**src/rsq_pkg.sv**
```systemverilog
// shared types and constants for the sequence resequencer
package rsq_pkg;

  localparam int SEQ_W       = 24;
  localparam int WINDOW      = 32;
  localparam int MAP_W       = WINDOW;
  localparam int DIST_W      = $clog2(WINDOW);
  localparam int MAX_RESULTS = 32;
  localparam int CNT_W       = $clog2(MAX_RESULTS);
  localparam int LIMIT_W     = 8;
  localparam int IDLE_W      = 8;
  localparam int CFG_IDX_W   = 1;
  localparam int CFG_DATA_W  = SEQ_W;

  localparam logic [SEQ_W-1:0]   START_RESET = {SEQ_W{1'b1}};
  localparam logic [LIMIT_W-1:0] LIMIT_RESET = LIMIT_W'(10);
  localparam logic [IDLE_W-1:0]  IDLE_MAX    = {IDLE_W{1'b1}};

  // configuration register indexes
  localparam logic [CFG_IDX_W-1:0] REG_START_LAST    = CFG_IDX_W'(0);
  localparam logic [CFG_IDX_W-1:0] REG_TIMEOUT_LIMIT = CFG_IDX_W'(1);

  typedef enum logic [1:0] {
    ST_IDLE,
    ST_STORE,
    ST_RUN
  } state_t;

  // commands from the sequencer to the tracker
  typedef struct packed {
    logic load;
    logic store;
    logic shift;
  } trk_cmd_t;

  // tracker status back to the sequencer
  typedef struct packed {
    logic             store_hit;
    logic             next;
    logic [SEQ_W-1:0] rel_seq;
  } trk_stat_t;

endpackage

```
**src/rsq_track.sv**
```systemverilog
// window tracker: last released number, present map and idle counter
module rsq_track import rsq_pkg::*; (
  input  logic               clk,
  input  logic               rst,
  input  trk_cmd_t           cmd,
  input  logic [SEQ_W-1:0]   load_value,
  input  logic [SEQ_W-1:0]   seq,
  input  logic [LIMIT_W-1:0] limit,
  output trk_stat_t          stat
);

  logic [SEQ_W-1:0]  last;
  logic [MAP_W-1:0]  map;
  logic [IDLE_W-1:0] idle;

  logic [SEQ_W-1:0]  inc;
  logic              skip;
  logic [SEQ_W-1:0]  offset;
  logic              hit;
  logic [MAP_W-1:0]  map_skip;
  logic [MAP_W-1:0]  map_store;
  logic [IDLE_W-1:0] idle_base;
  logic [IDLE_W-1:0] idle_inc;
  logic [IDLE_W-1:0] idle_store;

  // shared incrementer: expected number, also the released number
  assign inc = last + SEQ_W'(1);

  // timeout skip, then offset of the arrival from the expected number
  assign skip     = (idle >= limit);
  assign offset   = seq - inc - SEQ_W'(skip);
  assign hit      = (offset < SEQ_W'(WINDOW));
  assign map_skip = skip ? (map >> 1) : map;
  assign map_store = hit ? (map_skip | (MAP_W'(1) << offset[DIST_W-1:0])) : map_skip;

  // idle count after the arrival: one if a release follows
  assign idle_base  = skip ? '0 : idle;
  assign idle_inc   = (idle_base == IDLE_MAX) ? idle_base : idle_base + IDLE_W'(1);
  assign idle_store = map_store[0] ? IDLE_W'(1) : idle_inc;

  always_ff @(posedge clk) begin
    if (rst) begin
      last <= START_RESET;
      map  <= '0;
      idle <= '0;
    end else if (cmd.load) begin
      last <= load_value;
      map  <= '0;
      idle <= '0;
    end else if (cmd.store) begin
      last <= skip ? inc : last;
      map  <= map_store;
      idle <= idle_store;
    end else if (cmd.shift) begin
      last <= inc;
      map  <= map >> 1;
    end
  end

  assign stat.store_hit = map_store[0];
  assign stat.next      = map[1];
  assign stat.rel_seq   = inc;

endmodule

```
**config.mk**
```make
export PLATFORM = sky130hd
export DESIGN_NAME = rsq_track
export DESIGN_NICKNAME = d
export VERILOG_FILES = /design/src/rsq_pkg.sv /design/src/rsq_track.sv
export SDC_FILE = /design/constraint.sdc
export NUM_CORES = 1
export LEC_CHECK = 0
export BUFFER_PORTS_ARGS = -buffer_cell sky130_fd_sc_hd__buf_2
export CORE_UTILIZATION = 45
export DETAILED_ROUTE_END_ITERATION = 16
export HOLD_SLACK_MARGIN = 0.03
export PLACE_DENSITY = 0.62
export SLEW_MARGIN = 10
export SYNTH_ARGS = -nofsm -noshare
export SYNTH_HDL_FRONTEND = slang
export SYNTH_SLANG_ARGS = --single-unit
```
**constraint.sdc**
```tcl
create_clock -name clk -period 8.9 [get_ports clk]
set_input_delay 0.89 -clock clk [delete_from_list [all_inputs] [get_ports clk]]
set_output_delay 0.89 -clock clk [all_outputs]
set_load 0.02 [all_outputs]
```
==> results of run 1 <==
==> Yosys cell counts (4+ instances only) <==
cell type	n	area share [%]
sky130_fd_sc_hd__inv_1	83	4.9
sky130_fd_sc_hd__a21o_1	5	0.59
sky130_fd_sc_hd__a31oi_1	4	0.39
sky130_fd_sc_hd__o21a_1	8	0.94
sky130_fd_sc_hd__o211ai_1	5	0.59
sky130_fd_sc_hd__o22ai_1	23	2.2
sky130_fd_sc_hd__xor2_1	27	3.7
sky130_fd_sc_hd__and3_1	9	0.88
sky130_fd_sc_hd__nand4_1	30	2.9
sky130_fd_sc_hd__or2_2	4	0.39
sky130_fd_sc_hd__nand3_1	30	2.3
sky130_fd_sc_hd__mux2_2	33	5.8
sky130_fd_sc_hd__or3_1	4	0.39
sky130_fd_sc_hd__mux2i_1	29	4.5
sky130_fd_sc_hd__a21oi_1	59	4.6
sky130_fd_sc_hd__ha_1	54	11
sky130_fd_sc_hd__nand2b_1	24	2.3
sky130_fd_sc_hd__nor3_1	12	0.94
sky130_fd_sc_hd__dfxtp_1	64	20
sky130_fd_sc_hd__o21ai_0	48	3.8
sky130_fd_sc_hd__nor2_1	45	2.6
sky130_fd_sc_hd__nor3b_1	7	0.82
sky130_fd_sc_hd__nand2_1	54	3.2
sky130_fd_sc_hd__a41oi_1	9	1.2
sky130_fd_sc_hd__a221oi_1	10	1.4
sky130_fd_sc_hd__clkbuf_1	31	1.8
sky130_fd_sc_hd__a211oi_1	6	0.70
sky130_fd_sc_hd__xnor2_1	35	4.8
sky130_fd_sc_hd__buf_2	7	0.55
==> how the worst max path moves through the flow <==
| stage | from | endpoint | slack (ps) | cells after the start |
|---|---|---|---|---|
| after detailed placement | limit[0] | stat[25] | 1280 | 22 |
| after global placement | limit[0] | stat[25] | 1420 | 22 |
| after floorplan | limit[0] | stat[25] | 1840 | 21 |
| after CTS | limit[5] | stat[25] | 1240 | 22 |
| final | limit[5] | stat[25] | 1250 | 22 |
| after global routing | limit[5] | stat[25] | 810 | 22 |
==> cells by family (layout without fill, tap and decap cells) <==
kind of cell / Yosys count / in the layout / share of synthesized area [%]
muxes: 62 / 62 / 10.3
AOI/OAI and AO/OA: 205 / 205 / 20.7
other: 0 / 1 / 0
and+or+nand+nor: 245 / 245 / 20.6
adders and majority gates: 56 / 56 / 11.2
buffers and inverters: 129 / 191 / 8.06
xor gates and xnor gates: 64 / 64 / 9.11
DFF: 64 / 64 / 20.0
==> per-layer routing <==
layer	GRT usage, %	vias up	part of all wire, %
met2	37.8	139	44
met1	33.7	2816	50
met5	0	-	0
met3	2.87	24	4.4
li1	-	3083	-
met4	7.79	0	1.8
==> stage by stage <==
stage	setup slack [ps]	utilization [%]	area (um^2)	std cells	total power [mW]
global route	810	51.9	7200	1067	1.49
detailed placement	1280	49.7	6900	1052	1.02
floorplan	1840	-	6400	825	0.854
CTS	1240	51.9	7200	1067	1.38
finish	1250	51.9	7210	1068	1.38
global placement	1420	49.7	6900	1052	1.02
==> sequential cells by signal (all words and copies together) (netlist names) <==
signal  cells
map        32
idle        8
last       24
==> cells in the final DEF, fill, tap and decap left out, drive strengths merged, types with 6 or more instances in the layout <==
cell and instances:
xnor2 35, mux2i 29, o21a 8, xor2 28, a41oi 9, nand3 30, nor2 45, inv 83
buf 92, nor3b 7, nand4 31, nand2b 24, nor3 13, o21ai 50, dfxtp 64, and3 10
nor4 6, o22ai 23, clkbuf 13, nand2 55, a211oi 6, a221oi 10, or2 6, ha 54
mux2 33, a21oi 59
==> worst max-delay path: cells and delay by family <==
family	cells	cell delay (ps)
AND/OR/NAND/NOR	5	1830
buffers and inverters	6	870
AO/OA/AOI/OAI	7	1600
adder cells (fa/ha/maj)	4	1550
==> cell type report <==
cell class,count,area [um^2]
clock buffers,13,260
well taps,180,225
flip-flops and latches,64,1280
clock inverters,2,38.8
fillers,1403,6680
inverters,84,315
multi-input cells,632,4610
diodes,1,2.50
repair buffers,92,475
==> power by group through the flow <==
stage | combinational, mW | sequential [mW] | clock (mW)
after floorplan | 0.536 | 0.318 | 0
after global placement | 0.701 | 0.323 | 0
after detailed placement | 0.700 | 0.323 | 0
after CTS | 0.705 | 0.317 | 0.363
after global routing | 0.791 | 0.320 | 0.376
final | 0.710 | 0.317 | 0.354
==> results.ini, run 1 <==
[power]
power.sequential.fraction_pct=23.0
max-vdd-ir-drop_mv=0.0993
share_clk_of_total_power_pct=25.6
p_int_mw=0.789
share_of_power_burned_in_combinational_logic_pct=51.4
p_leak_nw=3.16
total_power_density_per_cell_area_mw_per_mm2=192
netSwitchingPower_mw=0.592
sw_frac_of_total_pct=42.8

[sta]
setup_viol=0
max-slew-margin-rel_pct=20.4
finalMaxSlewViolations=0
timing.final.crit_share_pct=86.0
period_needed_ps=7650
fin_hold_ws_ps=526
timing.setup.tns_ps=0
worst_case_clock_skew_ps=6.92
hold_viol_final=0
fmaxAchievable_mhz=131
grt_setup_unrepaired=false
timing_worst_slew_pin_value_ps=1190

[grt]
grt.total_usage_pct=23.9
first_pass_grt_wire_length_um=28000
antenna_found_initial=1
largest_net_degree_at_the_start_of_global_routing=43
first_global_vias=5661
grt_overflow=0

[flow_run]
cap_viol_max_count=0

[min_path]
worst_min_delay_path_startpoint=idle[6]$_SDFFE_PP0P_
hold_path_end=idle[6]$_SDFFE_PP0P_
hold_class=flop to flop
worst_hold_path.num_cells=2

[critical_path]
crit_path_max_fanout=14
worstSetupStartpointType=primary input
reg2reg_depth=22
arrival_ps=6760
critPathKind=primary input to output port
regToRegStartpoint=idle[0]$_SDFFE_PP0P_
critical-path-slowest-cell=sky130_fd_sc_hd__fa_1
critical-path-max-stage-delay_ps=620
reg2reg_slack_ps=2410
crit_path_cell_trace=buf_2, inv_1, ha_1, a211oi_1, a21boi_0, a211oi_1, buf_4, inv_1, fa_1, inv_1, ha_1, or2_2, fa_1, nor3b_1, o21ai_1, o211a_1, or2_1, a211oi_1, or4b_1, nor4_1, o21bai_2, buf_2
reg2reg_to=idle[0]$_SDFFE_PP0P_
critPathCaptureType=output port
cp.required_ps=8010

[cells_and_area]
syn_to_final_growth_pct=12.6
fin_nets=1000
final_layout_size_suffix_gt1_share_pct=17.9

[synth]
synthesis.area_mm2=0.00640
synth.yosys.warnings=0
mappedNetlistNets=942
async_flop_share_pct=0
synth_edf_count=0
synthesis.area_per_instance_um2=7.75
synth_seq_area_share_pct=20.0
synth_flop_cell=sky130_fd_sc_hd__dfxtp_1
synth_cell_type_count=75
synthCells=825
yosys_register_bits=64

[floorplanning]
coreArea_mm2=0.0139
floorplan.die.height_um=121
design.portCount=87
std_cell_rows=43
fp.dieW_um=121
floorplan.initialDensity_pct=46.1
die_area_mm2=0.0147

[drt]
drt-pass1-iter-count=6
via_count=6062
detailedRoute.firstIterationViolations=428
detail_route.wirelength_um=16800
routed_wire_length_per_instance_um=15.7
avgViaCountPerCell=5.68
route.antenna.remaining_nets=0
drc=0

[clock_network]
max-clock-path-buffers=2
clk_pin_slew_ps=50
cts-buffers-inserted=9
clock_sink_count=64
cts-htree-levels=3
post_cts.resized_instances=0
clock_insertion_delay_worst_skew_ps=330
cts.root.buffer_cell=sky130_fd_sc_hd__clkbuf_16
cts-hold-fix-buffers=0
postcts_setup_bufs=0
clock_tree_from_tritoncts=done

[place]
hpwl_um=12500
port-buffer-count=86
routabilityCongestion=0.902

[status]
run_status=complete, no violations

No activity file was read; power rests on OpenSTA's default activity.
==> run 2: changes to the inputs <==
- CELL_PAD_IN_SITES_DETAIL_PLACEMENT: not set -> 1
- CELL_PAD_IN_SITES_GLOBAL_PLACEMENT: not set -> 1
- CORE_MARGIN: not set -> 2
- CORE_UTILIZATION: 45 -> 44
- PLACE_DENSITY: 0.62 -> 0.79
==> run 2 against run 1 <==
Effect of this change: sequential power hardly changed; first-iteration DRC count is 0.93% higher; critical path depth is 1 lower; core utilization is 1.7 points lower; via count is 6.0% higher; critical endpoint unchanged.
==> results.ini, run 2 (synthesis gave the netlist of run 1 again) <==
[grt]
first_global_vias=6641
grt_overflow=0
first_pass_grt_wire_length_um=34300
largest_net_degree_at_the_start_of_global_routing=43
grt.total_usage_pct=26.9
antenna_found_initial=0

[cells_and_area]
fin_nets=999
most-common-layout-cells=sky130_fd_sc_hd__buf_2, sky130_fd_sc_hd__inv_1, sky130_fd_sc_hd__dfxtp_1, sky130_fd_sc_hd__a21oi_1
final_cell_area_mm2=0.00721
antenna_cells=0
largest_reg_flops=32
max_flop_register=map
layout_top_registers=map (32), last (24), idle (8)
final_util_pct=50.2
final_layout_size_suffix_gt1_share_pct=17.9
syn_to_final_growth_pct=12.7
leading_cell_type_in_the_layout_fill_and_taps_excluded=sky130_fd_sc_hd__buf_2

[drt]
route.antenna.remaining_nets=0
maxUsedRoutingLayer=met4
detailroute.wirelength.met2_um=10500
drc=0
drt-pass1-iter-count=5
avgViaCountPerCell=6.00
detail_route.wirelength_um=21000
met1_length_um=9590
via_count=6427
detailedRoute.firstIterationViolations=432
route.met3.wl_um=650
routed_wire_length_per_instance_um=19.6

[floorplanning]
coreArea_mm2=0.0144
die_area_mm2=0.0155
std_cell_rows=44
floorplan.initialDensity_pct=44.5
fp.dieW_um=125
floorplan.die.height_um=125
design.portCount=87

[critical_path]
arrival_ps=6840
reg2reg_slack_ps=2370
critPathKind=primary input to output port
reg2reg_depth=19
critPathCaptureType=output port
cp.required_ps=8010
worstSetupStartpointType=primary input
crit_path_max_fanout=14

[place]
port-buffer-count=86
hpwl_um=15900
placed_cell_area_mm2=0.00690
routabilityCongestion=0.902

[clock_network]
clock_tree_from_tritoncts=done
cts.root.buffer_cell=sky130_fd_sc_hd__clkbuf_16
cts-hold-fix-buffers=0
max-clock-path-buffers=2
cts-htree-levels=3
clock_sink_count=64
clk_pin_slew_ps=60
post_cts.resized_instances=0
cts-buffers-inserted=9
clock_insertion_delay_worst_skew_ps=330
postcts_setup_bufs=0

[sta]
fin_hold_ws_ps=549
fmaxAchievable_mhz=129
period_needed_ps=7730
worst_case_clock_skew_ps=4.11
max-slew-margin-rel_pct=17.2
finalMaxSlewViolations=0
timing.final.crit_share_pct=86.9
setup_viol=0
timing_worst_slew_pin_value_ps=1230
hold_viol_final=0
grt_setup_unrepaired=false
timing.setup.tns_ps=0

[power]
total_power_mw=1.45
max-vdd-ir-drop_mv=0.108
p_leak_nw=3.17
total_power_density_per_cell_area_mw_per_mm2=201

[min_path]
hold_class=flop to flop
worst_hold_path.num_cells=2

[flow_run]
cap_viol_max_count=0

[status]
run_status=complete, no violations

## run 2: cell types whose count changed in the layout (fill, tap and decap cells not counted)
cell                        delta
sky130_fd_sc_hd__buf_4         -1
sky130_fd_sc_hd__o21ai_1       +1
sky130_fd_sc_hd__clkbuf_1      -1
sky130_fd_sc_hd__diode_2       -1
sky130_fd_sc_hd__clkbuf_8      -2
sky130_fd_sc_hd__clkinv_2      +3
sky130_fd_sc_hd__o21ai_2       -1
sky130_fd_sc_hd__bufinv_16     +1
## run 2: final timing paths
path	from	to
worst max-delay path	limit[5]	stat[25]
worst min-delay path	idle[1]$_SDFFE_PP0P_	idle[1]$_SDFFE_PP0P_
worst max register to register	idle[5]$_SDFFE_PP0P_	map[6]$_SDFFE_PP0P_
worst min register to register	idle[1]$_SDFFE_PP0P_	idle[1]$_SDFFE_PP0P_
## run 2: per-layer routing
layer	vias up	GRT usage, %
li1	3080	-
met4	0	6.15
met1	3159	34.8
met5	-	0
met3	30	2.71
met2	158	48.2
## run 2: power by group
group	switching (mW)	internal [mW]
registers	0.0184	0.300
logic	0.490	0.259
clock network	0.137	0.244
total	0.646	0.804
## run 2: critical path: stages
cell                       delay (ps)
sky130_fd_sc_hd__buf_2             80
sky130_fd_sc_hd__inv_1             30
sky130_fd_sc_hd__ha_1             320
sky130_fd_sc_hd__a211oi_1         280
sky130_fd_sc_hd__a21boi_0         160
sky130_fd_sc_hd__a211oi_1         320
sky130_fd_sc_hd__inv_1            360
sky130_fd_sc_hd__fa_1             630
sky130_fd_sc_hd__inv_1             60
sky130_fd_sc_hd__ha_1             190
sky130_fd_sc_hd__or2_2            310
sky130_fd_sc_hd__fa_1             450
sky130_fd_sc_hd__nor3b_1          230
sky130_fd_sc_hd__o21ai_1          170
sky130_fd_sc_hd__o211a_1          290
sky130_fd_sc_hd__or2_1            340
sky130_fd_sc_hd__a211oi_1         240
sky130_fd_sc_hd__or4b_1           540
sky130_fd_sc_hd__nor4_1           470
sky130_fd_sc_hd__o21bai_2         270
sky130_fd_sc_hd__buf_2            220
## run 2: stage by stage
| stage | worst slack, ps | cells |
|---|---|---|
| after floorplan | 1840 | 825 |
| after global placement | 1400 | 1055 |
| after CTS | 1170 | 1071 |
| final | 1170 | 1071 |
| after detailed placement | 1190 | 1055 |
| after global routing | 580 | 1071 |
## run 2: final cells by class
class	count	area, um^2
Clock inverter	6	83.8
Multi-Input combinational cell	632	4600
Sequential cell	64	1280
Tap cell	184	230
Clock buffer	10	229
Timing Repair Buffer	91	468
Fill cell	1847	7160
Inverter	84	315
==> run 3: changes to the inputs <==
- CORE_UTILIZATION: 44 -> 40
- PLACE_DENSITY: 0.79 -> 0.73
==> run 3 against run 2 <==
Effect of this change: sequential share of layout area shrank 0.16 points; cell count grew 3.0%; register-to-register slack gained 230 ps; first-iteration DRC count shrank 47%.
==> results.ini, run 3 (synthesis gave the netlist of run 1 again) <==
[grt]
grt.total_usage_pct=23.1
first_global_vias=6141
largest_net_degree_at_the_start_of_global_routing=43
antenna_found_initial=0
first_pass_grt_wire_length_um=31000
grt_overflow=0

[sta]
setup_viol=0
hold_viol_final=0
fmaxAchievable_mhz=130
max-slew-margin-rel_pct=34.3
finalMaxSlewViolations=0
timing.final.crit_share_pct=86.3
worst_case_clock_skew_ps=9.19
period_needed_ps=7680
timing.setup.tns_ps=0
grt_setup_unrepaired=false
timing_worst_slew_pin_value_ps=986

[drt]
routed_wire_length_per_instance_um=17.5
drt-pass1-iter-count=4
drc=0
avgViaCountPerCell=5.63
detail_route.wirelength_um=19200
via_count=6211
detailedRoute.firstIterationViolations=230
route.antenna.remaining_nets=0

[cells_and_area]
leading_cell_type_in_the_layout_fill_and_taps_excluded=sky130_fd_sc_hd__buf_2
filler_free_cell_count_of_the_finished_design=1103
syn_to_final_growth_pct=13.7
layout_top_registers=map (32), last (24), idle (8)
fin_nets=999
final_cell_area_mm2=0.00728
most-common-layout-cells=sky130_fd_sc_hd__buf_2, sky130_fd_sc_hd__inv_1, sky130_fd_sc_hd__dfxtp_1, sky130_fd_sc_hd__a21oi_1
largest_reg_flops=32
antenna_cells=0
max_flop_register=map
final_layout_size_suffix_gt1_share_pct=18.2

[critical_path]
arrival_ps=6790
critPathKind=primary input to output port
critical-path-max-stage-delay_ps=620
crit_path_max_fanout=14
critPathCaptureType=output port
critical-path-slowest-cell=sky130_fd_sc_hd__fa_1
crit_start=limit[5]
cp.required_ps=8010
regToRegStartpoint=idle[0]$_SDFFE_PP0P_
worstSetupStartpointType=primary input
reg2reg_slack_ps=2600
crit_path_cell_trace=buf_2, inv_1, ha_1, a211oi_1, a21boi_0, a211oi_1, inv_1, fa_1, inv_1, ha_1, or2_2, fa_1, nor3b_1, o21ai_1, o211a_1, or2_1, a211oi_1, or4b_1, nor4_1, o21bai_2, buf_2

[floorplanning]
std_cell_rows=46
coreArea_mm2=0.0158
fp.dieW_um=130
floorplan.initialDensity_pct=40.6
floorplan.die.height_um=130
design.portCount=87
die_area_mm2=0.0170

[power]
p_int_mw=0.812
total_power_density_per_cell_area_mw_per_mm2=198
max-vdd-ir-drop_mv=0.115
p_leak_nw=3.16
power.sequential.fraction_pct=22.1
share_clk_of_total_power_pct=27.5
netSwitchingPower_mw=0.628
sw_frac_of_total_pct=43.6
total_power_mw=1.44
share_of_power_burned_in_combinational_logic_pct=50.5

[min_path]
hold_class=flop to flop
worst_min_delay_path_startpoint=idle[6]$_SDFFE_PP0P_

[clock_network]
clock_tree_from_tritoncts=done
clock_sink_count=64
cts-buffers-inserted=9
postcts_setup_bufs=0
clk_pin_slew_ps=50
cts-htree-levels=3
post_cts.resized_instances=0
clock_insertion_delay_worst_skew_ps=350
cts.root.buffer_cell=sky130_fd_sc_hd__clkbuf_16
max-clock-path-buffers=2
cts-hold-fix-buffers=0

[place]
port-buffer-count=86
routabilityCongestion=0.880
placed_cell_area_mm2=0.00695
hpwl_um=14600
post-place-cells=1087

[flow_run]
cap_viol_max_count=0

[status]
run_status=complete, no violations

-- run 3: final timing paths --
check | to | depth (start not counted)
worst min-delay path | idle[6]$_SDFFE_PP0P_ | 2
worst min register to register | idle[6]$_SDFFE_PP0P_ | 2
worst max-delay path | stat[25] | 21
worst max register to register | idle[2]$_SDFFE_PP0P_ | 21
-- run 3: layer usage --
layer / global-route usage (%) / vias to the layer above / part of all wire, %
met5: 0 / - / 0
met4: 6.32 / 0 / 1.6
met3: 2.81 / 25 / 3.1
met2: 40.4 / 99 / 48
met1: 30.1 / 3001 / 47
li1: - / 3086 / -
-- run 3: power groups by stage --
stage	Clock, mW	Sequential (mW)	Combinational [mW]
after global placement	0	0.323	0.715
after floorplan	0	0.318	0.536
after global routing	0.414	0.320	0.805
after detailed placement	0	0.324	0.720
after CTS	0.404	0.318	0.726
final	0.396	0.318	0.727
-- run 3: worst max-delay path: cells and delay by family --
kind                       cells  cell delay, ps
AOI/OAI and AO/OA              7            1740
buffers and inverters          5             780
adders and majority gates      4            1560
and+or+nand+nor                5            1810
-- run 3: layout make-up --
class | count | area, um^2
clock buffers | 10 | 239
clock inverters | 6 | 91.3
fillers | 2001 | 8490
inverters | 84 | 315
multi-input cells | 632 | 4610
flip-flops and latches | 64 | 1280
well taps | 216 | 270
repair buffers | 91 | 468
-- run 3: per-stage QoR --
stage	utilization (%)	hold slack [ps]	setup slack [ps]
6_report	46.1	547	1220
3_5_place_dp	44.0	536	1310
3_3_place_gp	44.0	526	1450
2_1_floorplan	-	485	1840
4_1_cts	46.1	548	1260
5_1_grt	46.1	587	710
